### src/hw/rtl/tsbhc_ram.sv
// Generic single-write, single-read RAM with registered read data.
// No dependencies.
module tsbhc_ram #(
   parameter int WIDTH = 96,
   parameter int DEPTH = 24
) (
   input  logic                    clock,
   input  logic                    wr_en,
   input  logic [(DEPTH > 1 ? $clog2(DEPTH) : 1)-1:0] wr_addr,
   input  logic [WIDTH-1:0]        wr_data,
   input  logic                    rd_en,
   input  logic [(DEPTH > 1 ? $clog2(DEPTH) : 1)-1:0] rd_addr,
   output logic [WIDTH-1:0]        rd_data
);

   logic [WIDTH-1:0] mem_ff [DEPTH];
   logic [WIDTH-1:0] rd_data_ff;

   always_ff @(posedge clock) begin
      if (wr_en) begin
         mem_ff[wr_addr] <= wr_data;
      end
      if (rd_en) begin
         rd_data_ff <= mem_ff[rd_addr];
      end
   end

   assign rd_data = rd_data_ff;

endmodule

### config.mk
export PLATFORM = sky130hd
export DESIGN_NAME = tsbhc_ram
export DESIGN_NICKNAME = d
export VERILOG_FILES = /design/src/hw/rtl/tsbhc_ram.sv
export SDC_FILE = /design/constraint.sdc
export NUM_CORES = 2
export LEC_CHECK = 0
export BUFFER_PORTS_ARGS = -buffer_cell sky130_fd_sc_hd__buf_2
export CAP_MARGIN = 30
export CORE_MARGIN = 10
export CORE_UTILIZATION = 65
export DETAILED_ROUTE_END_ITERATION = 10
export GPL_TIMING_DRIVEN = 0
export PLACE_DENSITY = 0.82
export REMOVE_ABC_BUFFERS = 1
export SETUP_SLACK_MARGIN = 0.4
export SKIP_CTS_REPAIR_TIMING = 1
export SLEW_MARGIN = 20
export SYNTH_ARGS = -nofsm -noshare
export SYNTH_HDL_FRONTEND = slang
export SYNTH_SLANG_ARGS = --single-unit
### constraint.sdc
create_clock -name clock -period 14.8 [get_ports clock]
set_input_delay 2.96 -clock clock [delete_from_list [all_inputs] [get_ports clock]]
set_output_delay 2.96 -clock clock [all_outputs]
set_load 0.02 [all_outputs]
* Word-level counts from Yosys, hierarchy flattened
Memories as Yosys holds them, arrays and structs flattened. A register that Yosys moved wholly into a read port is not among the register bits.
Cells that the tools add are included.
** Storage, ports and cells
- Output and inout bits :: 96
- Logic and storage cells :: 3
- Input bits :: 109
- Register bits after elaboration :: 0
- Memories kept :: 1
- Bits in writable memories :: 2304
** Operators by class
- Multiplexer cells :: 2
** Memories
- mem_ff :: depth 24, width 96, read ports 1, clocked after Yosys merged registers in 1, write ports 1, line 16 : logic [WIDTH-1:0] mem_ff [DEPTH];
** Operator list (count)
- 1-bit two-way mux :: 2

* Depth between registers and ports, before layout
- Depth in word-level cells :: 2
- Depth in mapped cells :: 9
- Mapped depth without buffers :: 4

* Least setup slack after synthesis
Ideal clock, no wire load.
- Path kind :: input-to-reg
- Start point :: input wr_addr[1] in the netlist's numbering
- End point :: memory mem_ff[20][0], enable pin
- Setup time :: 552 ps
- Required time :: 14248 ps
- Arrival time :: 7590 ps
- Cell stages on the path :: 3
- Setup slack :: 6659 ps
- Path buffers :: 1
- Cell sequence :: or3b_2 -> clkbuf_1 -> nor2_1
** RTL lines
- start, declared :: line 9 : input logic [(DEPTH > 1 ? $clog2(DEPTH) : 1)-1:0] wr_addr,
- end, declared :: line 16
Straight into the memory's write port.

==> reports/metrics.csv <==
stage,metric,value,unit
logic_synthesis,"top cells by area, synth","sky130_fd_sc_hd__edfxtp_1 79%, sky130_fd_sc_hd__mux4_2 8.9%, sky130_fd_sc_hd__mux2i_1 5.6%, sky130_fd_sc_hd__a22oi_1 1.0%, sky130_fd_sc_hd__o211ai_1 0.79%",
grt,antenna violations before repair,29,
logic_synthesis,part of the Yosys area used for sequential elements,79.4,%
logic_synthesis,async set or reset register ratio after synthesis,0,%
grt,via count of the first global-routing pass,49000,
logic_synthesis,number of register bits inferred by synthesis,2400,
layout,Area growth syn-to-layout,15.4,%
sta,f_max,168,MHz
routing,Initial DRC Count,7150,
worst_setup_path,"critical path, cell by cell","buf_12, buf_16, buf_16, buf_16, mux4_2, o21ai_0, o311ai_0",
clock_network,TritonCTS clock tree,done,
layout,net count reported at finish,4628,
logic_synthesis,number of cells produced by synthesis,4139,
logic_synthesis,cell with the most instances after synthesis,sky130_fd_sc_hd__edfxtp_1,
placed_design,routability congestion estimate from global placement,0.693,
sta,skew final,0.0250,ns
clock_network,clock-pin slew on the worst setup and hold paths,0.07,ns
pwr,maximum resistive drop on vdd,0.136,mV
min_path,worst min path class,reg -> reg,
clock_network,number of sinks handled by clock tree synthesis,2400,
pwr,power per unit of standard cell area,131,mW/mm2
worst_setup_path,critical path capture point type,flip-flop,
routing,total via count in the routed design,47200,
floorplanning,number of standard-cell rows in the floorplan,137,
routing,via/cell ratio,7.17,
floorplanning,Die X-Extent,394,um
logic_synthesis,count of unique library cells instantiated by Yosys,27,
routing,routed len/inst,36.4,um
grt,first-pass GRT wire length,344000,um
logic_synthesis,ys flop type,sky130_fd_sc_hd__edfxtp_1,
grt,global routing met2 resource utilization,48.9,%
placed_design,cell count after placement,6176,
floorplanning,die area,0.155,mm2
floorplanning,initial core utilization,65.3,%
run,count of max-cap constraint violations,0,
clock_network,latest clock arrival within the worst-skew pair,0.85,ns
sta,shortest period the worst path allows,5.96,ns
grt,overall routing resource usage,30.6,%
worst_setup_path,highest cell delay on the worst timing path,0.61,ns
grt,pin count of the biggest net entering global routing,100,
worst_setup_path,CP arrival,6.46,ns
sta,final clock period utilization by the worst path,40.3,%
grt,GRT met1 Usage,40.8,%
clock_network,cell at the root of the clock tree,sky130_fd_sc_hd__clkbuf_16,
grt,layer with the highest usage after global routing,met2,
sta,number of endpoints with negative hold slack in the final report,0,
worst_setup_path,highest-delay cell along the critical path,sky130_fd_sc_hd__mux4_2,
worst_setup_path,Worst Setup Start Kind,input port,
routing,post-route antenna net violation count,0,
floorplanning,area of the core,0.139,mm2
routing,DRC,0,
clock_network,buffer depth of the longest clock path,3,
logic_synthesis,synthesized area per cell,21.9,um2
clock_network,number of levels the H-tree was split into,4,
layout,post-layout instance count excluding filler cells,6584,
grt,Global Route met3 Usage,7.70,%
placed_design,half-perimeter wire length of the detailed placement result,133000,um
worst_setup_path,Crit path required time,15.30,ns
grt,residual overflow from global routing,0,
routing,number of detailed-route iterations in the first pass,6,
placed_design,input/output buffers,204,
worst_setup_path,type of the worst setup path,in -> reg,
pwr,Static Leak,34.1,nW
worst_setup_path,most frequent cell on the critical path,sky130_fd_sc_hd__buf_16,
sta,sum of negative setup slack,0,ns
outcome,outcome,finished clean,
logic_synthesis,number of flops mapped to enable cells by yosys,2400,
floorplanning,chip height,394,um
sta,setup repair after global routing missed its margin,false,
logic_synthesis,largest area contributor in the synthesized netlist,sky130_fd_sc_hd__edfxtp_1,
logic_synthesis,share of the synthesized area in the top cell type,79.4,%
sta,tightest hold margin,0.714,ns
logic_synthesis,most common library cells after synthesis,"2400 x sky130_fd_sc_hd__edfxtp_1, 506 x sky130_fd_sc_hd__mux2i_1, 358 x sky130_fd_sc_hd__mux4_2",
routing,post-detailed-routing wire length,240000,um
sta,Least-Margin Pin Slew,0.970,ns
worst_setup_path,largest fanout on the critical path,99,
sta,relative max-transition margin,34.5,%
sta,Final Max Slew Viols,0,
clock_network,cts bufs inserted,217,
logic_synthesis,Post-Synthesis Cell Area,0.0908,mm2
logic_synthesis,warning count from the yosys run,0,
floorplanning,number of placed I/O pins,205,
layout,fraction of final layout cells with drive strength greater than 1,23.6,%
sta,final count of negative-setup-slack endpoints,0,
layout make-up:
class / instances / area [um2]
well taps: 1876 / 2350
clock inverters: 118 / 855
clock buffers: 272 / 5760
multi-input cells: 1492 / 17700
fillers: 7012 / 34400
flip-flops and latches: 2400 / 72100
diodes: 18 / 45.0
repair buffers: 408 / 6050
power breakdown:
part / total, mW / internal [mW] / switching (mW)
registers: 7.63 / 7.59 / 0.0375
clock network: 5.36 / 2.93 / 2.43
logic: 0.722 / 0.266 / 0.456
flip-flops by register name, summed over array words and instances, names as in the netlist:
signal,cells
rd_data,96
mem_ff,2304
cells by family after synthesis:
kind of cell           Yosys count  synth area share, %
DFF                           2400                 79.4
muxes                          890                 14.8
AOI/OAI and AO/OA              454                 3.68
buffers and inverters          247                 1.46
and+or+nand+nor                148                0.734
stage by stage:
| stage | util (%) | setup WS [ns] | power, mW | cell area [um2] |
|---|---|---|---|---|
| global route | 75.3 | 8.64 | 14.0 | 105000 |
| CTS | 75.3 | 8.88 | 13.7 | 105000 |
| detailed placement | 70.5 | 8.02 | 8.46 | 98100 |
| floorplan | - | 6.72 | 8.06 | 89500 |
| finish | 75.3 | 8.84 | 13.7 | 105000 |
| global placement | 66.7 | -50.41 | 8.63 | 92900 |
path summary, 6_finish.rpt:
kind / from / to / slack, ns / depth (start not counted)
min reg2reg: mem_ff[10][2] / rd_data[2] / 0.71 / 4
max: rd_addr[0] / rd_data[7] / 8.84 / 7
min: mem_ff[10][2] / rd_data[2] / 0.71 / 4
max reg2reg: mem_ff[21][3] / rd_data[3] / 12.91 / 3
layer usage:
metal / part of all wire (%) / wire length [um]
met5: 0.061 / 145
met4: 4.1 / 9770
met3: 13 / 31700
met2: 49 / 117000
met1: 34 / 80500
cells in the final DEF, fill, tap and decap left out, types with 2 or more instances in the layout:
cell type	Yosys	routed
sky130_fd_sc_hd__buf_8	0	5
sky130_fd_sc_hd__clkinv_1	0	60
sky130_fd_sc_hd__edfxtp_1	2400	2400
sky130_fd_sc_hd__nand2_1	54	54
sky130_fd_sc_hd__nand3_1	53	53
sky130_fd_sc_hd__o311ai_0	51	50
sky130_fd_sc_hd__mux4_2	358	358
sky130_fd_sc_hd__a221oi_1	70	70
sky130_fd_sc_hd__buf_2	83	198
sky130_fd_sc_hd__mux2_2	26	26
sky130_fd_sc_hd__clkinv_2	0	37
sky130_fd_sc_hd__diode_2	0	18
sky130_fd_sc_hd__o211ai_1	96	96
sky130_fd_sc_hd__nor2_1	27	2
sky130_fd_sc_hd__nand3b_1	4	4
sky130_fd_sc_hd__buf_12	0	86
sky130_fd_sc_hd__bufinv_16	0	11
sky130_fd_sc_hd__a21oi_1	26	26
sky130_fd_sc_hd__o311ai_1	19	20
sky130_fd_sc_hd__inv_6	0	5
sky130_fd_sc_hd__clkinvlp_4	0	2
sky130_fd_sc_hd__and2_4	0	2
sky130_fd_sc_hd__nor2b_4	0	3
sky130_fd_sc_hd__clkbuf_16	0	223
sky130_fd_sc_hd__clkbuf_1	102	49
sky130_fd_sc_hd__buf_16	0	118
sky130_fd_sc_hd__o21ai_0	70	70
sky130_fd_sc_hd__or3b_2	2	2
sky130_fd_sc_hd__a22oi_1	122	122
sky130_fd_sc_hd__mux2i_1	506	506
sky130_fd_sc_hd__nor2_4	0	26
critical path, delay by kind of cell:
kind / cells / cell delay [ns]
mux: 1 / 0.61
compound gates: 2 / 0.51
buf+inv: 4 / 1.93
Power figures use the tool's default switching activity.
